File: src/rtl/tmp_pkg.sv
// ---------------------------------------------------------------------------
// tmp_pkg: shared types and constants for the tile mean pixelate block
// Field widths, command kinds, error codes and the command item layout.
// ---------------------------------------------------------------------------
package tmp_pkg;

  localparam int CFG_W   = 11;  // register width
  localparam int PIX_W   = 8;   // one colour channel
  localparam int SUM_W   = 28;  // tile channel sum
  localparam int TIDX_W  = 16;  // tile index field, covers the largest tile count
  localparam int AREA_W  = 2 * CFG_W;
  localparam int ERR_W   = 2;
  localparam int CIDX_W  = 2;

  localparam int MAX_DIM_DEF   = 1024;
  localparam int MAX_TILES_DEF = 4096;

  localparam logic [CFG_W-1:0] WIDTH_RST = CFG_W'(64);
  localparam logic [CFG_W-1:0] HEIGHT_RST = CFG_W'(64);
  localparam logic [CFG_W-1:0] TILE_RST = CFG_W'(8);

  // register indexes
  localparam logic [CIDX_W-1:0] REG_WIDTH  = 2'd0;
  localparam logic [CIDX_W-1:0] REG_HEIGHT = 2'd1;
  localparam logic [CIDX_W-1:0] REG_TILE   = 2'd2;

  // error codes
  localparam logic [ERR_W-1:0] ERR_NONE       = 2'd0;
  localparam logic [ERR_W-1:0] ERR_TILE_SIZE  = 2'd1;
  localparam logic [ERR_W-1:0] ERR_TOO_MANY   = 2'd2;
  localparam logic [ERR_W-1:0] ERR_NOT_LOADED = 2'd3;

  // input op codes
  localparam logic OP_LOAD = 1'b0;
  localparam logic OP_READ = 1'b1;

  // command kinds
  localparam logic [1:0] KIND_LOAD = 2'd0;
  localparam logic [1:0] KIND_READ = 2'd1;
  localparam logic [1:0] KIND_ERR  = 2'd2;

  typedef struct packed {
    logic [CFG_W-1:0] width;
    logic [CFG_W-1:0] height;
    logic [CFG_W-1:0] tile;
    logic [CFG_W:0]   across;
  } geo_t;

  typedef struct packed {
    logic [1:0]        kind;
    logic [ERR_W-1:0]  err;
    logic              first;
    logic              last;
    logic [TIDX_W-1:0] idx;
    logic [PIX_W-1:0]  red;
    logic [PIX_W-1:0]  green;
    logic [PIX_W-1:0]  blue;
    logic [CFG_W-1:0]  tw;
    logic [CFG_W-1:0]  th;
  } cmd_t;

  typedef struct packed {
    logic [TIDX_W-1:0] idx;
    logic              first;
    logic              origin;
    logic              frame_end;
    logic [CFG_W-1:0]  tw;
    logic [CFG_W-1:0]  th;
  } pos_t;

endpackage

File: src/rtl/tmp_queue.sv
// ---------------------------------------------------------------------------
// tmp_queue: two-entry command queue
// Decouples the classifying front end from the tile store back end.
// ---------------------------------------------------------------------------
module tmp_queue (
  input  logic          clk,
  input  logic          rst_n,
  input  logic          push,
  input  tmp_pkg::cmd_t din,
  output logic          full,
  input  logic          pop,
  output tmp_pkg::cmd_t dout,
  output logic          empty
);
  import tmp_pkg::*;

  cmd_t       ent_r [2];
  logic       wp_r, wp_nxt, rp_r, rp_nxt;
  logic [1:0] cnt_r, cnt_nxt;

  assign full  = cnt_r == 2'd2;
  assign empty = cnt_r == 2'd0;
  assign dout  = ent_r[rp_r];

  always_comb begin
    wp_nxt  = push ? ~wp_r : wp_r;
    rp_nxt  = pop ? ~rp_r : rp_r;
    cnt_nxt = cnt_r + {1'b0, push} - {1'b0, pop};
  end

  always_ff @(posedge clk) begin
    if (push) begin
      ent_r[wp_r] <= din;
    end
    if (!rst_n) begin
      wp_r <= 1'b0; rp_r <= 1'b0; cnt_r <= 2'd0;
    end else begin
      wp_r <= wp_nxt; rp_r <= rp_nxt; cnt_r <= cnt_nxt;
    end
  end
endmodule

File: config.mk
export PLATFORM = sky130hd
export DESIGN_NAME = tmp_queue
export DESIGN_NICKNAME = d
export VERILOG_FILES = /design/src/rtl/tmp_pkg.sv /design/src/rtl/tmp_queue.sv
export SDC_FILE = /design/constraint.sdc
export NUM_CORES = 1
export LEC_CHECK = 0
export CORE_MARGIN = 1
export CORE_UTILIZATION = 35
export DETAILED_ROUTE_END_ITERATION = 7
export DONT_BUFFER_PORTS = 1
export GPL_TIMING_DRIVEN = 0
export HOLD_SLACK_MARGIN = 0.02
export MAX_ROUTING_LAYER = met4
export PLACE_DENSITY = 0.54
export SYNTH_ARGS = -nofsm -noshare
export SYNTH_HDL_FRONTEND = slang
export SYNTH_SLANG_ARGS = --single-unit
File: constraint.sdc
create_clock -name clk -period 6.86 [get_ports clk]
set_clock_uncertainty 0.1 [all_clocks]
set_input_delay 0.343 -clock clk [delete_from_list [all_inputs] [get_ports clk]]
set_output_delay 0.343 -clock clk [all_outputs]
set_load 0.02 [all_outputs]
[Yosys cells after proc, flatten, opt, wreduce, memory -nomap -nowiden]
Memories as Yosys holds them, arrays and structs flattened. A register that Yosys moved wholly into a read port is not among the register bits.
Index checks and enable logic that the tools add are counted.
Widths: inputs -> output; s select.
Word-level totals
  bits in writable memories: 136
  latch bits: 0
  input bits: 72
  output and inout port bits: 70
  logic and storage cells: 14
  memory bits (read-only): 0
  memories kept: 1
  register bits: 4
Operators by class
  multiplexer cells: 4
  eq/ne operators: 1
  multiply operators: 0
  add/sub/neg operators: 2
  $lt $le $gt $ge: 0
  bitwise logic cells: 2
  reduce and logical (&&, ||, !) cells: 1
  div/mod/pow operators: 0
  shift operators: 0
Memory list
  ent_r: words 2, width 68, rd ports 1, clocked after memory_dff 1, write ports 1, line tmp_queue.sv:17  | cmd_t ent_r [2];
Operators by type and width (number)
  $mux 1: 4
  $add 2x1->2: 1
  $eq 2x2->1 const B: 1
  $logic_not 2->1: 1
  $not 1->1: 2
  $sub 2x1->2: 1

[Longest topological paths before layout]
  depth in word-level cells: 3
  mapped depth: 6
  mapped depth without buffers: 6

[Least setup slack after synthesis]
No wires, ideal clock.
  kind: input to register
  start point: in push
  end point: mem ent_r[0][0] (netlist bit) (enable)
  library setup time: 503 ps
  buffers on the path: 0
  stages on the path: 1
  data arrival time: 3359 ps
  setup slack: 2897 ps
  data required time: 6257 ps
  cell sequence: nor2b_1
Between the ends
  cells in the longest elaborated chain, start to end: 2
Ends and longest elaborated chain
  start: declaration: line tmp_queue.sv:8  | input logic push,
  $mux 1: line tmp_queue.sv:32  | if (push) begin
  $mux 1 (not written as such): line tmp_queue.sv:33  | ent_r[wp_r] <= din;
  end: declaration: line tmp_queue.sv:17
No other way between the ends.

==> flow_metrics.tcl <==
set metrics [dict create \
    outcome "completed" \
    avgSynthCellArea_um2 22.4 \
    cts_tree "built" \
    synth_cell_types 15 \
    critPathKind "register to output port" \
    firstDrtPassIters 4 \
    max-vdd-ir-drop_mv 0.240 \
    r2r_end "ent_r[1][52]$_DFFE_PP_" \
    cp-end-kind "output port" \
    leakagePower_nw 2.37 \
    die_area_um2 15400 \
    n_fill_cell 1274 \
    clock_latency_ns 0.41 \
    whs_ns 0.0590 \
    post_drt_wl_per_cell_um 16.9 \
    ant_nets 0 \
    antenna_found_initial 0 \
    critPathLaunchType "register" \
    worstPathArrival_ns 1.55 \
    synthTopCellsByArea "edfxtp_1, mux2_2, mux2_4" \
    initial_utilization 0.359 \
    h-tree-depth 4 \
    synth.top_cell.area_share 0.782 \
    max_slew_margin 0.617 \
    hold_viol_final 0 \
    synth-edff-count 136 \
    ios 142 \
    period_needed_ns 2.00 \
    synth_common_cells "edfxtp_1, mux2_2, mux2_4" \
    grt_max_degree 45 \
    synth_seq_cells 141 \
    cellPowerDensity_nw_per_um2 316 \
    drt_iter0_drc 104 \
    r2r-start "wp_r$_SDFFE_PN0P_" \
    required_ns 6.42 \
    via_count 2364 \
    die_w_um 124 \
    post-cts-setup-buffers 0 \
    place_congestion 0.644 \
    numPortBuffers 0 \
    yosysMostFrequentCell "edfxtp_1" \
    antenna_cells 0 \
    yosysWarningCount 0 \
    cts_resized 0 \
    fin_nets 398 \
    synth_cells 233 \
    drc 0 \
    grt_pass1_wl_um 12800 \
    fin_setup_tns_ns 0 \
    cp_max_fo 10 \
    holdPathEnd "wp_r$_SDFFE_PN0P_" \
    vias_per_cell 4.55 \
    cts.sinks 141 \
    setup_viol 0 \
    cts_buffer_depth 2 \
    async_flop_share 0 \
    finalCoreUtilization 0.468 \
    die_y_um 124 \
    clockRootBuffer "clkbuf_16" \
    rows 44 \
    rsz0062_at_grt "no" \
    r2r_setup_slack_ns 5.30 \
    ff2ff_path_depth 2 \
    worst_pin_slew_ns 0.574 \
    numCtsBuffers 17 \
    wl_um 8800 \
    clkSlewWorstSetupHoldPaths_ns 0.05 \
    hp-start "push" \
    drive_gt1_frac 0.313 \
    place_inst 420 \
    grt_overflow_total 0 \
    syn-cell-area_um2 5220 \
    yosys_most_used_dff "edfxtp_1" \
    synth_nets 307 \
    finalMaxSlewViolations 0 \
    max-cap-violations 0 \
    fin_crit_sh 0.291 \
    grt_pass1_vias 2445 \
    layout-area-overhead-vs-synth_pct 30.4 \
    final_cells 520 \
    core-area_um2 14500 \
    hold_class "primary input to register" \
    min_path_cells 2 \
    max_freq_ghz 0.501 \
    ys_seq_area_frac 0.801 \
    track_usage 0.123 \
    place.detailed.hpwl_um 5570 \
    yosysTopAreaCell "edfxtp_1" \
]
-- sequential cells by signal, summed over array words and instances (netlist names), named ones only --
register,cells
rp_r,1
cnt_r,2
wp_r,1
ent_r,136
-- where the power goes --
part	leakage (nW)	switching, W	internal (W)
Combinational	0.765	0.000131	0.0000997
Clock	0.287	0.000312	0.000600
Sequential	1.32	0.0000114	0.000996
Total	2.37	0.000454	0.00170
-- layer usage --
metal | vias up | routed length, um | track usage | part of all wire
li1 | 1096 | - | - | -
met1 | 1163 | 3530 | 0.126 | 0.40
met2 | 96 | 4460 | 0.195 | 0.51
met3 | 9 | 729 | 0.0636 | 0.083
met4 | 0 | 91 | 0.0536 | 0.010
met5 | - | 0 | - | 0
-- through the flow --
step | setup slack, ns | cell area, um2 | power (W)
floorplan | 2.90 | 5220 | 0.00119
global placement | 0.907 | 5450 | 0.00122
detailed placement | 5.26 | 5530 | 0.00122
CTS | 4.81 | 6810 | 0.00218
global route | 4.77 | 6810 | 0.00223
finish | 4.86 | 6810 | 0.00215
-- timing repair --
| action | 4_1_cts | 5_1_grt |
|---|---|---|
| endpoints found under the hold margin | 141 | 0 |
| hold buffers | 69 | 0 |
| endpoints found under the setup margin | 0 | 0 |
-- cell families after synthesis --
kind of cell	Yosys count	share of synthesized area
xor gates and xnor gates	2	0.00599
DFF	141	0.801
AOI/OAI and AO/OA	1	0.00144
adders and majority gates	2	0.00479
muxes	68	0.161
and+or+nand+nor	9	0.0103
buffers and inverters	10	0.0153
-- critical path: stages (launching register included) --
cell	delay (ns)
dfxtp_1	0.32
buf_6	0.12
buf_6	0.17
buf_8	0.18
mux2_4	0.36
-- placed cells by master, fill, tap and decap left out, types with 2 or more instances in the layout --
cell type        n
and2_1           3
buf_12           2
buf_2            4
buf_6            2
buf_8            2
bufinv_16        4
clkbuf_1         4
clkbuf_16       17
clkinv_1         3
clkinv_2         3
dfxtp_1          5
dlygate4sd3_1   69
edfxtp_1       136
ha_1             2
inv_1            2
mux2_2          48
mux2_4          20
nor2b_1          3
-- layout make-up --
type,instances,area [um2],area share
clock inverters,10,146,0.0215
repair buffers,72,758,0.111
multi-input cells,82,968,0.142
clock buffers,21,440,0.0647
plain buffers,8,72.6,0.0107
flip-flops and latches,141,4180,0.615
inverters,2,7.51,0.00110
well taps,184,230,0.0338
-- how the worst max path moves through the flow --
| stage | slack, ns | depth (start not counted) | endpoint | startpoint |
|---|---|---|---|---|
| global route | 4.77 | 3 | dout[29] | register |
| global placement | 0.91 | 1 | ent_r[0][48]$_DFFE_PP_ | wp_r$_SDFFE_PN0P_ |
| detailed placement | 5.26 | 2 | ent_r[0][48]$_DFFE_PP_ | push |
| finish | 4.86 | 4 | dout[54] | register |
| floorplan | 2.90 | 1 | ent_r[0][0]$_DFFE_PP_ | push |
| CTS | 4.81 | 3 | dout[8] | register |
No activity file was read; power rests on OpenSTA's default activity.
