**src/rtl/tmp_pkg.sv**
```systemverilog
// ---------------------------------------------------------------------------
// tmp_pkg: shared types and constants for the tile mean pixelate block
// Field widths, command kinds, error codes and the command item layout.
// ---------------------------------------------------------------------------
package tmp_pkg;

  localparam int CFG_W   = 11;  // register width
  localparam int PIX_W   = 8;   // one colour channel
  localparam int SUM_W   = 28;  // tile channel sum
  localparam int TIDX_W  = 16;  // tile index field, covers the largest tile count
  localparam int AREA_W  = 2 * CFG_W;
  localparam int ERR_W   = 2;
  localparam int CIDX_W  = 2;

  localparam int MAX_DIM_DEF   = 1024;
  localparam int MAX_TILES_DEF = 4096;

  localparam logic [CFG_W-1:0] WIDTH_RST = CFG_W'(64);
  localparam logic [CFG_W-1:0] HEIGHT_RST = CFG_W'(64);
  localparam logic [CFG_W-1:0] TILE_RST = CFG_W'(8);

  // register indexes
  localparam logic [CIDX_W-1:0] REG_WIDTH  = 2'd0;
  localparam logic [CIDX_W-1:0] REG_HEIGHT = 2'd1;
  localparam logic [CIDX_W-1:0] REG_TILE   = 2'd2;

  // error codes
  localparam logic [ERR_W-1:0] ERR_NONE       = 2'd0;
  localparam logic [ERR_W-1:0] ERR_TILE_SIZE  = 2'd1;
  localparam logic [ERR_W-1:0] ERR_TOO_MANY   = 2'd2;
  localparam logic [ERR_W-1:0] ERR_NOT_LOADED = 2'd3;

  // input op codes
  localparam logic OP_LOAD = 1'b0;
  localparam logic OP_READ = 1'b1;

  // command kinds
  localparam logic [1:0] KIND_LOAD = 2'd0;
  localparam logic [1:0] KIND_READ = 2'd1;
  localparam logic [1:0] KIND_ERR  = 2'd2;

  typedef struct packed {
    logic [CFG_W-1:0] width;
    logic [CFG_W-1:0] height;
    logic [CFG_W-1:0] tile;
    logic [CFG_W:0]   across;
  } geo_t;

  typedef struct packed {
    logic [1:0]        kind;
    logic [ERR_W-1:0]  err;
    logic              first;
    logic              last;
    logic [TIDX_W-1:0] idx;
    logic [PIX_W-1:0]  red;
    logic [PIX_W-1:0]  green;
    logic [PIX_W-1:0]  blue;
    logic [CFG_W-1:0]  tw;
    logic [CFG_W-1:0]  th;
  } cmd_t;

  typedef struct packed {
    logic [TIDX_W-1:0] idx;
    logic              first;
    logic              origin;
    logic              frame_end;
    logic [CFG_W-1:0]  tw;
    logic [CFG_W-1:0]  th;
  } pos_t;

endpackage

```
**src/rtl/tmp_pos.sv**
```systemverilog
// ---------------------------------------------------------------------------
// tmp_pos: raster position tracker
// Walks pixels in raster order and keeps the tile index, tile corner flags
// and the clipped tile size without any division.
// ---------------------------------------------------------------------------
module tmp_pos (
  input  logic          clk,
  input  logic          rst_n,
  input  logic          clear,
  input  logic          advance,
  input  tmp_pkg::geo_t geo,
  output tmp_pkg::pos_t pos
);
  import tmp_pkg::*;

  logic [CFG_W-1:0]  col_r, col_nxt, cit_r, cit_nxt, left_r, left_nxt;
  logic [CFG_W-1:0]  row_r, row_nxt, rit_r, rit_nxt, top_r, top_nxt;
  logic [TIDX_W-1:0] tcol_r, tcol_nxt, rbase_r, rbase_nxt;
  logic [CFG_W-1:0]  w_left, h_top;
  logic              col_end, row_end, cit_wrap, rit_wrap;

  assign cit_wrap = (cit_r + CFG_W'(1)) == geo.tile;
  assign rit_wrap = (rit_r + CFG_W'(1)) == geo.tile;
  assign col_end  = ({1'b0, col_r} + 12'd1) >= {1'b0, geo.width};
  assign row_end  = ({1'b0, row_r} + 12'd1) >= {1'b0, geo.height};
  assign w_left   = geo.width - left_r;
  assign h_top    = geo.height - top_r;

  always_comb begin
    col_nxt = col_r; cit_nxt = cit_r; left_nxt = left_r; tcol_nxt = tcol_r;
    row_nxt = row_r; rit_nxt = rit_r; top_nxt = top_r; rbase_nxt = rbase_r;
    if (clear) begin
      col_nxt = '0; cit_nxt = '0; left_nxt = '0; tcol_nxt = '0;
      row_nxt = '0; rit_nxt = '0; top_nxt = '0; rbase_nxt = '0;
    end else if (advance) begin
      if (col_end) begin
        col_nxt = '0; cit_nxt = '0; left_nxt = '0; tcol_nxt = '0;
        if (row_end) begin
          row_nxt = '0; rit_nxt = '0; top_nxt = '0; rbase_nxt = '0;
        end else begin
          row_nxt = row_r + CFG_W'(1);
          if (rit_wrap) begin
            rit_nxt   = '0;
            top_nxt   = top_r + geo.tile;
            rbase_nxt = rbase_r + TIDX_W'(geo.across);
          end else begin
            rit_nxt = rit_r + CFG_W'(1);
          end
        end
      end else begin
        col_nxt = col_r + CFG_W'(1);
        if (cit_wrap) begin
          cit_nxt  = '0;
          left_nxt = left_r + geo.tile;
          tcol_nxt = tcol_r + TIDX_W'(1);
        end else begin
          cit_nxt = cit_r + CFG_W'(1);
        end
      end
    end
  end

  always_ff @(posedge clk) begin
    if (!rst_n) begin
      col_r <= '0; cit_r <= '0; left_r <= '0; tcol_r <= '0;
      row_r <= '0; rit_r <= '0; top_r <= '0; rbase_r <= '0;
    end else begin
      col_r <= col_nxt; cit_r <= cit_nxt; left_r <= left_nxt; tcol_r <= tcol_nxt;
      row_r <= row_nxt; rit_r <= rit_nxt; top_r <= top_nxt; rbase_r <= rbase_nxt;
    end
  end

  assign pos.idx       = rbase_r + tcol_r;
  assign pos.first     = (cit_r == '0) && (rit_r == '0);
  assign pos.origin    = (col_r == '0) && (row_r == '0);
  assign pos.frame_end = col_end && row_end;
  assign pos.tw        = (w_left < geo.tile) ? w_left : geo.tile;
  assign pos.th        = (h_top < geo.tile) ? h_top : geo.tile;
endmodule

```
**src/rtl/tmp_front.sv**
```systemverilog
// ---------------------------------------------------------------------------
// tmp_front: configuration, geometry check and item classification
// Holds the registers, checks the geometry after each write and turns each
// accepted item into a command for the back end.
// ---------------------------------------------------------------------------
module tmp_front #(
  parameter int MAX_DIM   = tmp_pkg::MAX_DIM_DEF,
  parameter int MAX_TILES = tmp_pkg::MAX_TILES_DEF
) (
  input  logic                       clk,
  input  logic                       rst_n,
  input  logic                       cfg_we,
  input  logic [tmp_pkg::CIDX_W-1:0] cfg_index,
  input  logic [tmp_pkg::CFG_W-1:0]  cfg_data,
  input  logic                       accept,
  input  logic                       op,
  input  logic [tmp_pkg::PIX_W-1:0]  red,
  input  logic [tmp_pkg::PIX_W-1:0]  green,
  input  logic [tmp_pkg::PIX_W-1:0]  blue,
  output logic                       calc_busy,
  output logic                       push,
  output tmp_pkg::cmd_t              cmd
);
  import tmp_pkg::*;

  localparam int DQ_W = CFG_W + 1;
  localparam int CNT_W = $clog2(DQ_W + 1);

  logic [CFG_W-1:0] w_r, h_r, t_r;
  logic             wr_valid;
  logic             calc_r;
  logic [CNT_W-1:0] cnt_r;
  logic [DQ_W-1:0]  nw_r, nh_r;
  logic [CFG_W-1:0] rw_r, rh_r;
  logic [DQ_W-1:0]  shw, shh;
  logic             gew, geh;
  logic             mul_r;
  logic [ERR_W-1:0] err_r;
  logic [CFG_W:0]   across_r;
  logic             bounds_bad;
  logic [CFG_W-1:0] narrow;
  logic             loaded_r;
  geo_t             geo;
  pos_t             lpos, rpos;
  logic             do_load, do_read;

  assign wr_valid = cfg_we && (cfg_index == REG_WIDTH || cfg_index == REG_HEIGHT ||
                               cfg_index == REG_TILE);

  assign narrow = (w_r < h_r) ? w_r : h_r;
  assign bounds_bad = (w_r == '0) || (h_r == '0) ||
                      (32'(w_r) > 32'(MAX_DIM)) || (32'(h_r) > 32'(MAX_DIM)) ||
                      (t_r == '0) || (t_r > narrow);

  // one quotient bit per cycle for both tile counts
  assign shw = {rw_r, nw_r[DQ_W-1]};
  assign shh = {rh_r, nh_r[DQ_W-1]};
  assign gew = shw >= {1'b0, t_r};
  assign geh = shh >= {1'b0, t_r};

  always_ff @(posedge clk) begin
    if (!rst_n) begin
      w_r <= WIDTH_RST; h_r <= HEIGHT_RST; t_r <= TILE_RST;
      calc_r <= 1'b1; mul_r <= 1'b0; cnt_r <= CNT_W'(1);
      err_r <= ERR_NONE; across_r <= '0;
      nw_r <= DQ_W'(WIDTH_RST) + DQ_W'(TILE_RST) - DQ_W'(1);
      nh_r <= DQ_W'(HEIGHT_RST) + DQ_W'(TILE_RST) - DQ_W'(1);
      rw_r <= '0; rh_r <= '0;
    end else if (wr_valid) begin
      unique case (cfg_index)
        REG_WIDTH:  w_r <= cfg_data;
        REG_HEIGHT: h_r <= cfg_data;
        default:    t_r <= cfg_data;
      endcase
      calc_r <= 1'b1; mul_r <= 1'b0; cnt_r <= '0;
      nw_r <= '0; nh_r <= '0; rw_r <= '0; rh_r <= '0;
    end else if (calc_r && !mul_r && cnt_r == '0 && nw_r == '0 && rw_r == '0) begin
      // load the dividends on the cycle after a write
      nw_r  <= DQ_W'(w_r) + DQ_W'(t_r) - DQ_W'(1);
      nh_r  <= DQ_W'(h_r) + DQ_W'(t_r) - DQ_W'(1);
      cnt_r <= CNT_W'(1);
    end else if (calc_r && !mul_r) begin
      nw_r <= {nw_r[DQ_W-2:0], gew};
      nh_r <= {nh_r[DQ_W-2:0], geh};
      rw_r <= gew ? CFG_W'(shw - {1'b0, t_r}) : CFG_W'(shw);
      rh_r <= geh ? CFG_W'(shh - {1'b0, t_r}) : CFG_W'(shh);
      if (cnt_r == CNT_W'(DQ_W)) begin
        mul_r <= 1'b1;
      end
      cnt_r <= cnt_r + CNT_W'(1);
    end else if (calc_r) begin
      across_r <= nw_r;
      if (bounds_bad) begin
        err_r <= ERR_TILE_SIZE;
      end else if (32'(nw_r) * 32'(nh_r) > 32'(MAX_TILES)) begin
        err_r <= ERR_TOO_MANY;
      end else begin
        err_r <= ERR_NONE;
      end
      calc_r <= 1'b0;
      mul_r  <= 1'b0;
    end
  end

  assign calc_busy = calc_r;

  assign geo.width  = w_r;
  assign geo.height = h_r;
  assign geo.tile   = t_r;
  assign geo.across = across_r;

  assign do_load = accept && err_r == ERR_NONE && op == OP_LOAD;
  assign do_read = accept && err_r == ERR_NONE && op == OP_READ && loaded_r;

  tmp_pos u_load_pos (
    .clk, .rst_n, .clear(wr_valid), .advance(do_load), .geo, .pos(lpos)
  );
  tmp_pos u_read_pos (
    .clk, .rst_n, .clear(wr_valid || (do_load && lpos.origin)), .advance(do_read),
    .geo, .pos(rpos)
  );

  always_ff @(posedge clk) begin
    if (!rst_n || wr_valid) begin
      loaded_r <= 1'b0;
    end else if (do_load) begin
      loaded_r <= lpos.frame_end ? 1'b1 : (lpos.origin ? 1'b0 : loaded_r);
    end
  end

  assign push = accept;

  always_comb begin
    cmd       = '0;
    cmd.red   = red;
    cmd.green = green;
    cmd.blue  = blue;
    if (err_r != ERR_NONE) begin
      cmd.kind = KIND_ERR;
      cmd.err  = err_r;
    end else if (op == OP_LOAD) begin
      cmd.kind  = KIND_LOAD;
      cmd.idx   = lpos.idx;
      cmd.first = lpos.first;
    end else if (!loaded_r) begin
      cmd.kind = KIND_ERR;
      cmd.err  = ERR_NOT_LOADED;
    end else begin
      cmd.kind = KIND_READ;
      cmd.idx  = rpos.idx;
      cmd.last = rpos.frame_end;
      cmd.tw   = rpos.tw;
      cmd.th   = rpos.th;
    end
  end
endmodule

```
**config.mk**
```make
export PLATFORM = sky130hd
export DESIGN_NAME = tmp_front
export DESIGN_NICKNAME = d
export VERILOG_FILES = /design/src/rtl/tmp_pkg.sv /design/src/rtl/tmp_pos.sv /design/src/rtl/tmp_front.sv
export SDC_FILE = /design/constraint.sdc
export NUM_CORES = 1
export LEC_CHECK = 0
export CAP_MARGIN = 20
export CORE_MARGIN = 2
export CORE_UTILIZATION = 28
export CTS_BUF_LIST = sky130_fd_sc_hd__clkbuf_2 sky130_fd_sc_hd__clkbuf_4 sky130_fd_sc_hd__clkbuf_8
export DETAILED_ROUTE_END_ITERATION = 12
export DONT_BUFFER_PORTS = 1
export HOLD_SLACK_MARGIN = 0.08
export PLACE_DENSITY = 0.53
export SYNTH_ARGS = -nofsm -noshare
export SYNTH_HDL_FRONTEND = slang
export SYNTH_SLANG_ARGS = --single-unit
```
**constraint.sdc**
```tcl
create_clock -name clk -period 5.3 [get_ports clk]
set_clock_uncertainty 0.1 [all_clocks]
set_input_delay 1.325 -clock clk [delete_from_list [all_inputs] [get_ports clk]]
set_output_delay 1.325 -clock clk [all_outputs]
set_load 0.01 [all_outputs]
```
After elaboration in Yosys (flattened, before gate mapping)
Cells that the tools add are included.
- register bits after elaboration: 274
- input bits: 42
- output and inout port bits: 70
- logic and storage cells: 209
- add/sub/neg operators: 29
- multipliers: 1
- magnitude comparators: 13
- eq/ne operators: 8
- muxes and demuxes: 58
- bitwise gates (word level): 6
- reduce and logical (&&, ||, !) cells: 64
- operator list (cell ; count):
    $mux W11 ; 21
    $mux W16 ; 9
    $add A11 B1 Y11 const B ; 8
    $logic_not A11 Y1 ; 8
    $ge A12 B11 Y1 ; 6
    $mux W22 ; 3
    $add A11 B1 Y12 const B ; 4
    $mux W12 ; 4
    $eq A11 B11 Y1 ; 4
    $sub A11 B11 Y11 ; 4
    $lt A11 B11 Y1 ; 3
    $add A16 B1 Y16 const B ; 2
    $add A16 B12 Y16 ; 2
    $add A16 B16 Y16 ; 2
    $add A11 B11 Y12 ; 2
    $gt A24 B13 Y1 const B ; 1
    $mul A12 B12 Y24 ; 1
    $sub A12 B1 Y12 const B ; 2
    $add A11 B11 Y11 ; 2
    $gt A11 B11 Y1 const B ; 2
    $reduce_and A2 Y1 ; 10
    $mux W18 ; 1
    $mux W17 ; 1
    $reduce_bool A2 Y1 ; 8
    other kinds (22) ; 69

Depth between registers and ports, before layout
Gate-level depths: netlist (run 1).
- depth in word-level cells: 7
- gate-level depth with buffers: 23
- mapped depth without buffers: 21

By module
Synthesis (run 1) repeated with hierarchy kept, for this count alone.
- cell total of the unflattened synthesis: 4022
- area total of the unflattened synthesis: 31793.0 µm²
- by module, submodules not included (module ; instances ; cells an instance ; area an instance (µm²) ; sequential area each (µm²)):
    tmp_front ; 1 ; 1527 ; 12264.3 ; 2001.9
    tmp_pos at u_load_pos ; 1 ; 1262 ; 9845.7 ; 1961.9
    tmp_pos at u_read_pos ; 1 ; 1233 ; 9683.0 ; 1961.9

Worst setup path before layout (run 1)
Ideal clock, no wire load.
- path kind: register -> register
- from: reg nh_r[5]
- to: reg err_r[1]
- library setup time: 129 ps
- arrival time: 5327 ps
- required time: 5071 ps
- setup slack: -256 ps
- cell stages (with the launch flop): 19
- path buffers: 1
- clock period less this slack: 5556 ps
- cells stage by stage: dfxtp_1 > clkbuf_1 > nand2_1 > fa_1 > fa_1 > fa_1 > inv_1 > fa_1 > inv_1 > fa_1 > inv_1 > ha_1 > or3_1 > o31a_1 > a221o_1 > o221ai_1 > mux2_2 > nor2_1 > a31oi_1
- word-level cells in the longest chain between the ends: 4
- ends and longest elaborated chain (element ; line ; source):
    start: declaration ; tmp_front.sv:33 ; logic [DQ_W-1:0] nw_r, nh_r;
    start signal: assignment ; tmp_front.sv:67 ; nh_r <= DQ_W'(HEIGHT_RST) + DQ_W'(TILE_RST) - DQ_W'(1);
    start signal: assignment ; tmp_front.sv:80 ; nh_r <= DQ_W'(h_r) + DQ_W'(t_r) - DQ_W'(1);
    start signal: assignment ; tmp_front.sv:84 ; nh_r <= {nh_r[DQ_W-2:0], geh};
    $mul A12 B12 Y24 ; tmp_front.sv:95 ; end else if (32'(nw_r) * 32'(nh_r) > 32'(MAX_TILES)) begin
    $gt A24 B13 Y1 ; tmp_front.sv:95 ;
    $mux W2 ; tmp_front.sv:95 ;
    $mux W2 ; tmp_front.sv:93 ; if (bounds_bad) begin
    end signal: assignment ; tmp_front.sv:94 ; err_r <= ERR_TILE_SIZE;
    end signal: assignment ; tmp_front.sv:96 ; err_r <= ERR_TOO_MANY;
    end signal: assignment ; tmp_front.sv:98 ; err_r <= ERR_NONE;
    end: declaration ; tmp_front.sv:38 ; logic [ERR_W-1:0] err_r;
Every way passes these cells.
A chain may end at the register's enable or synchronous reset.

==> reports/results.ini, run 1 <==
[status]
status=finished with violations
violations=negative setup slack

[drt]
drtPass1Iterations=5
viasPerCell=5.03
wire_per_inst_um=17.8
drc=0
drtAntennaViolNets=0
initialDrtViolationCount=1379
routed_wl_um=84900
vias=24000

[floorplan]
die_y_um=313
die-area_sq_um=98200
ios=112
coreArea_sq_um=94900
rows=113
die_w_um=313
initial_utilization_pct=28.2

[timing]
slew_viol_final=0
rsz0062_at_grt=yes
post-route-min-period_ns=5.89
setup-violations-final=22
final.setup.tns_ns=-9.66
hold_violations=0
slew_headroom_pct=32.5
period_share_pct=111
fmax_mhz=170
holdWs_ns=0.383
setup_slack_ns=-0.591
worst_pin_slew_ns=0.986

[setup_path]
end_kind=output pin
crit_required_ns=3.88
worstSetupStartpointType=flip-flop
worstPathArrival_ns=4.47
critPathKind=flip-flop to output pin
cp_max_fo=6

[global_route]
grt_max_degree=59
grt_overflow=0
grt_pass1_vias=23000
track_usage_pct=17.0
grt_pass1_wl_um=132000
antenna_found_initial=2

[synthesis]
netlist_top_cells_count=321 x ha_1, 314 x nand2_1, 299 x inv_1, 274 x dfxtp_1, 223 x nor2_1
ys.flop_type=dfxtp_1
yosysUniqueCellTypes=80
yosysTopAreaCell=dfxtp_1
synth_area_per_cell_sq_um=8.00
yosysWarningCount=0
ys_seq_area_share_pct=20.5
syn_inst=3349
synth_edf_count=0
synthArstFlopShare_pct=0
synth_nets=3824
yosysMostFrequentCell=ha_1
yosys-top-cells-area=dfxtp_1 20%, ha_1 15%, fa_1 8.4%
synth_top_area_share_pct=20.5
ys_ff_latch=274
syn-cell-area_sq_um=26800

[clock_network]
cts-root-buf=clkbuf_8
cts_tree=yes
max-clock-path-buffers=3
clock_latency_ns=0.66
htreeDepth=2
numCtsBuffers=57
cts_hold_repair.buffers=0
cts_sinks=274
clk_pin_slew_ns=0.05

[placement]
place.gp.congestion=0.840
io_buffer_count=0
hpwl_um=63700

[power]
p_leak_nw=13.7
peakVddDrop_v=0.000157
powerDensity_nw_per_um2=237

[finish]
layout-drive-gt1-share_pct=14.8
fin_util_pct=33.3
fin_nets=3945
ff_latch_area_sq_um=5530
multiInputGateArea_sq_um=20200
fillers=10100
area_growth_pct=18.0

[min_path]
hp-class=flip-flop to flip-flop

[run]
drv_cap=0

[layout by cell type, fill, tap and decap left out, types with 102 or more instances in the layout]
cell / n
a21oi_1: 211
buf_4: 195
dfxtp_1: 252
fa_1: 102
ha_1: 305
inv_1: 285
nand2_1: 307
nor2_1: 218
o21ai_0: 145
xnor2_1: 141
[routing by layer]
layer	track usage, %	share of wire (%)	routed length [um]	vias up
met2	28.1	46	39200	472
met1	23.0	46	39300	11500
met3	2.37	4.9	4190	123
met4	5.01	2.7	2320	0
li1	-	-	-	11900
met5	0	0	0	-
[final cells by class]
type,instances,share of cell area [%]
timing repair buffer,236,6.48
antenna,2,0.0158
clock buffer,84,3.30
inverter,300,3.56
clock inverter,11,0.269
sequential,274,17.5
tap,1265,5.01
multi-input combinational,2601,63.9
[through the flow]
stage | power [mW] | std cells | instance area (sq um) | setup WS (ns)
final | 7.50 | 4773 | 31600 | -0.591
after floorplan | 4.20 | 3349 | 26900 | 0.00542
after global routing | 8.02 | 4772 | 31600 | -0.749
after global placement | 4.84 | 4627 | 29100 | -0.247
after detailed placement | 4.86 | 4627 | 29100 | -0.271
after CTS | 7.47 | 4762 | 31200 | -0.547
[cells by family after synthesis]
family,after synthesis,synth area share (%)
buffers and inverters,475,7.04
flip-flops,274,20.5
XOR/XNOR,240,8.00
AND/OR/NAND/NOR,1100,20.4
adder cells (fa/ha/maj),434,23.4
AO/OA/AOI/OAI,762,18.2
multiplexers,64,2.41
[registers in the layout, indices dropped and copies added, names as in the netlist, 12 cells and up]
register            flops
u_load_pos.rbase_r     16
nh_r                   12
across_r               12
u_read_pos.rbase_r     16
u_read_pos.tcol_r      16
u_load_pos.tcol_r      16
nw_r                   12
[worst max-delay path: stages, from the launching register on]
cell      delay [ns]
dfxtp_2         0.32
inv_2           0.08
ha_4            0.15
inv_2           0.04
fa_2            0.33
a21o_1          0.19
a21oi_2         0.14
nor2b_1         0.07
o21a_1          0.20
o41ai_2         0.22
buf_4           0.17
o21bai_1        0.06
a21oi_1         0.17
xnor2_1         0.17
ha_1            0.29
nand2_2         0.08
a21oi_2         0.03
a221o_2         0.40
buf_12          0.16
a211oi_2        0.27
buf_4           0.17
buf_4           0.11
[where the power goes]
group | internal (mW) | switching (mW) | leakage, nW
clock network | 1.29 | 1.03 | 0.603
registers | 2.16 | 0.113 | 2.23
logic | 1.37 | 1.54 | 10.9
total | 4.82 | 2.68 | 13.7
[worst paths after layout]
path / from / endpoint / slack [ns] / cells after the start
setup / recovery: w_r[0] / cmd[13] / -0.59 / 21
hold / removal: rh_r[1] / rh_r[1] / 0.38 / 2
setup reg to reg: nw_r[6] / err_r[1] / 0.09 / 19
hold reg to reg: rh_r[1] / rh_r[1] / 0.38 / 2
[what timing repair did]
item,in CTS,in global routing
setup endpoints to repair,24,26
pin swaps,57,78
gates resized for setup,151,99
cloned,6,1
endpoints found under the hold margin,0,0
buffers inserted,40,10
Note: power is estimated with default switching activity, not from simulation.
==> run 2, diff against run 1 <==
- CAP_MARGIN: 20 -> 30
- CORE_MARGIN: 2 -> unset
- clock period: 5.3 -> 4.9 ns (I/O delays scaled with it)
==> run 2 against run 1 <==
Effect of this change: power up 6.0%; clock power up 6%; register-to-register slack worse by 0.35 ns; count of clock-buffer cells in the layout up 1; largest power group unchanged; sequential power up 8%; non-clock buffer count up 19; critical path depth down 2; the run still ends with negative setup slack left.
==> reports/results.ini, run 2 (synthesis results as in run 1) <==
[timing]
slew_headroom_pct=33.6  ; was 32.5%
setup-violations-final=23  ; was 22
fmax_mhz=178
post-route-min-period_ns=5.61
period_share_pct=114
setup_slack_ns=-0.707  ; was -0.591 ns
rsz0062_at_grt=yes  ; unchanged
worst_pin_slew_ns=0.983  ; was 0.986 ns
slew_viol_final=0  ; unchanged
hold_violations=0  ; unchanged

[floorplan]
coreArea_sq_um=94900  ; unchanged
die-area_sq_um=96900  ; was 98200 sq um
die_w_um=311  ; was 313 um
rows=113  ; unchanged
initial_utilization_pct=28.2  ; unchanged
ios=112  ; unchanged
die_y_um=311  ; was 313 um

[clock_network]
cts_tree=yes  ; unchanged
clock_latency_ns=0.67  ; was 0.66 ns
htreeDepth=2  ; unchanged
clk_pin_slew_ns=0.06  ; was 0.05 ns
cts_sinks=274  ; unchanged
numCtsBuffers=52  ; was 57
cts-root-buf=clkbuf_8  ; unchanged
max-clock-path-buffers=3  ; unchanged

[global_route]
track_usage_pct=17.2  ; was 17.0%
grt_pass1_wl_um=133000  ; was 132000 um
antenna_found_initial=3  ; was 2
grt-busiest-layer=met2  ; unchanged
grtUsageMet1_pct=22.8  ; was 23.0%
grt_max_degree=59  ; unchanged
grt_pass1_vias=23300  ; was 23000
grt_overflow=0  ; unchanged
gr-usage-met2_pct=29.3  ; was 28.1%
grt_use_met3_pct=2.06  ; was 2.37%

[setup_path]
crit_required_ns=3.58  ; was 3.88 ns
worstSetupStartpointType=flip-flop  ; unchanged
end_kind=output pin  ; unchanged
timing.rr.start=nh_r[5]  ; was nw_r[6]
worstPathArrival_ns=4.28  ; was 4.47 ns
r2r_end=err_r[1]  ; unchanged
cp_top_family=compound AO/OA/AOI/OAI gates  ; unchanged
critPathKind=flip-flop to output pin  ; unchanged
cp_max_fo=5  ; was 6
r2r_slack_ns=-0.26  ; was 0.09 ns
crit_buf_inv=4  ; was 6
reg2reg_depth=20  ; was 19
crit_path_cell_trace=inv_2 -> ha_4 -> inv_2 -> fa_2 -> a21o_1 -> a21oi_2 -> o21bai_1 -> a2111oi_2 -> o31ai_1 -> a21oi_1 -> xnor2_2 -> ha_1 -> nand2_1 -> a21oi_2 -> a221o_2 -> clkbuf_16 -> nand3_2 -> o31ai_4 -> buf_6  ; was inv_2 -> ha_4 -> inv_2 -> fa_2 -> a21o_1 -> a21oi_2 -> nor2b_1 -> o21a_1 -> o41ai_2 -> buf_4 -> o21bai_1 -> a21oi_1 -> xnor2_1 -> ha_1 -> nand2_2 -> a21oi_2 -> a221o_2 -> buf_12 -> a211oi_2 -> buf_4 -> buf_4
slowest_delay_ns=0.43  ; was 0.40 ns
slowest_stage=a221o_2  ; unchanged

[power]
p_leak_nw=13.8  ; was 13.7 nW
report.power.total_mw=7.95  ; was 7.50 mW
peakVddDrop_v=0.000202  ; was 0.000157 V
powerDensity_nw_per_um2=251  ; was 237 nW/um^2

[min_path]
whs_path_depth=2  ; unchanged
whs_endpoint=rh_r[1]  ; unchanged
min_from=rh_r[1]  ; unchanged
hp-class=flip-flop to flip-flop  ; unchanged

[drt]
drtAntennaViolNets=0  ; unchanged
initialDrtViolationCount=1626  ; was 1379
routed_wl_um=84600  ; was 84900 um
wire_per_inst_um=17.7  ; was 17.8 um
drc=0  ; unchanged
viasPerCell=5.01  ; was 5.03
drtPass1Iterations=5  ; unchanged
vias=24000  ; about the same

[placement]
place.gp.congestion=0.860  ; was 0.840
io_buffer_count=0  ; unchanged
hpwl_um=64600  ; was 63700 um
pre_cts_slack_ns=-0.528  ; was -0.271 ns

[status]
violations=negative setup slack  ; unchanged
status=finished with violations  ; unchanged

[finish]
layout_common_cells=309 x nand2_1, 309 x ha_1, 293 x inv_1, 247 x dfxtp_1, 228 x buf_4  ; was 307 x nand2_1, 305 x ha_1, 285 x inv_1, 252 x dfxtp_1, 218 x nor2_1
fin_nets=3958  ; was 3945
layout-drive-gt1-share_pct=14.7  ; was 14.8%
fillers=9990  ; was 10100
area_growth_pct=18.2  ; was 18.0%
fin_util_pct=33.4  ; was 33.3%

[run]
drv_cap=0  ; unchanged

[run 2: changes by cell type in the layout (fill, tap and decap cells not counted), moves of 6 or more]
| cell | change |
|---|---|
| buf_12 | +8 |
| buf_4 | +33 |
| inv_2 | -8 |
| dfxtp_4 | +6 |
| buf_6 | -20 |
| inv_1 | +8 |
[run 2: how the worst max path moves through the flow]
stage / from / endpoint / cells after the start
global route: h_r[0] / cmd[2] / 19
floorplan: nw_r[7] / err_r[1] / 19
finish: h_r[0] / cmd[0] / 19
global placement: nh_r[11] / err_r[1] / 19
CTS: h_r[0] / cmd[2] / 18
detailed placement: nh_r[11] / err_r[1] / 19
[run 2: routing by layer]
metal | part of all wire, % | vias to the layer above
met5 | 0.015 | -
met4 | 2.5 | 2
met3 | 4.0 | 115
met2 | 47 | 456
met1 | 47 | 11500
li1 | - | 11900
[run 2: report_power, final]
group / total, mW / switching [mW] / leakage [nW] / internal, mW
registers: 2.46 / 0.126 / 2.23 / 2.33
logic: 3.01 / 1.61 / 11.0 / 1.40
clock network: 2.47 / 1.08 / 0.598 / 1.39
total: 7.95 / 2.82 / 13.8 / 5.13
[run 2: cell type report]
type	instances	area (sq um)	share of cell area [%]
tap	1265	1580	5.00
inverter	300	1130	3.56
antenna	1	2.50	0.00791
sequential	274	5550	17.5
clock inverter	8	71.3	0.225
multi-input combinational	2600	20100	63.5
timing repair buffer	255	2170	6.85
clock buffer	85	1040	3.30
[run 2: through the flow]
stage	hold WS, ns	cells	instance area, sq um	setup TNS [ns]
final	0.379	4788	31700	-13.72
after CTS	0.380	4776	31400	-15.44
after global routing	0.411	4788	31700	-18.74
after global placement	0.361	4660	29600	-2.66
after floorplan	0.344	3349	27100	-0.178
after detailed placement	0.373	4662	29600	-4.10
[run 2: tightest hold or removal path: cells and delay by family (launching register included)]
kind	cells	cell delay (ns)
AO/OA/AOI/OAI	1	0.05
flip-flops	1	0.32
AND/OR/NAND/NOR	1	0.06
[run 2: repair_timing]
action                                  4_1_cts  5_1_grt
buffers inserted                             19       11
hold buffers                                  0        0
endpoints found under the setup margin       27       28
pin swaps                                    48       23
gates resized for setup                     129       45
gates cloned                                  3        1
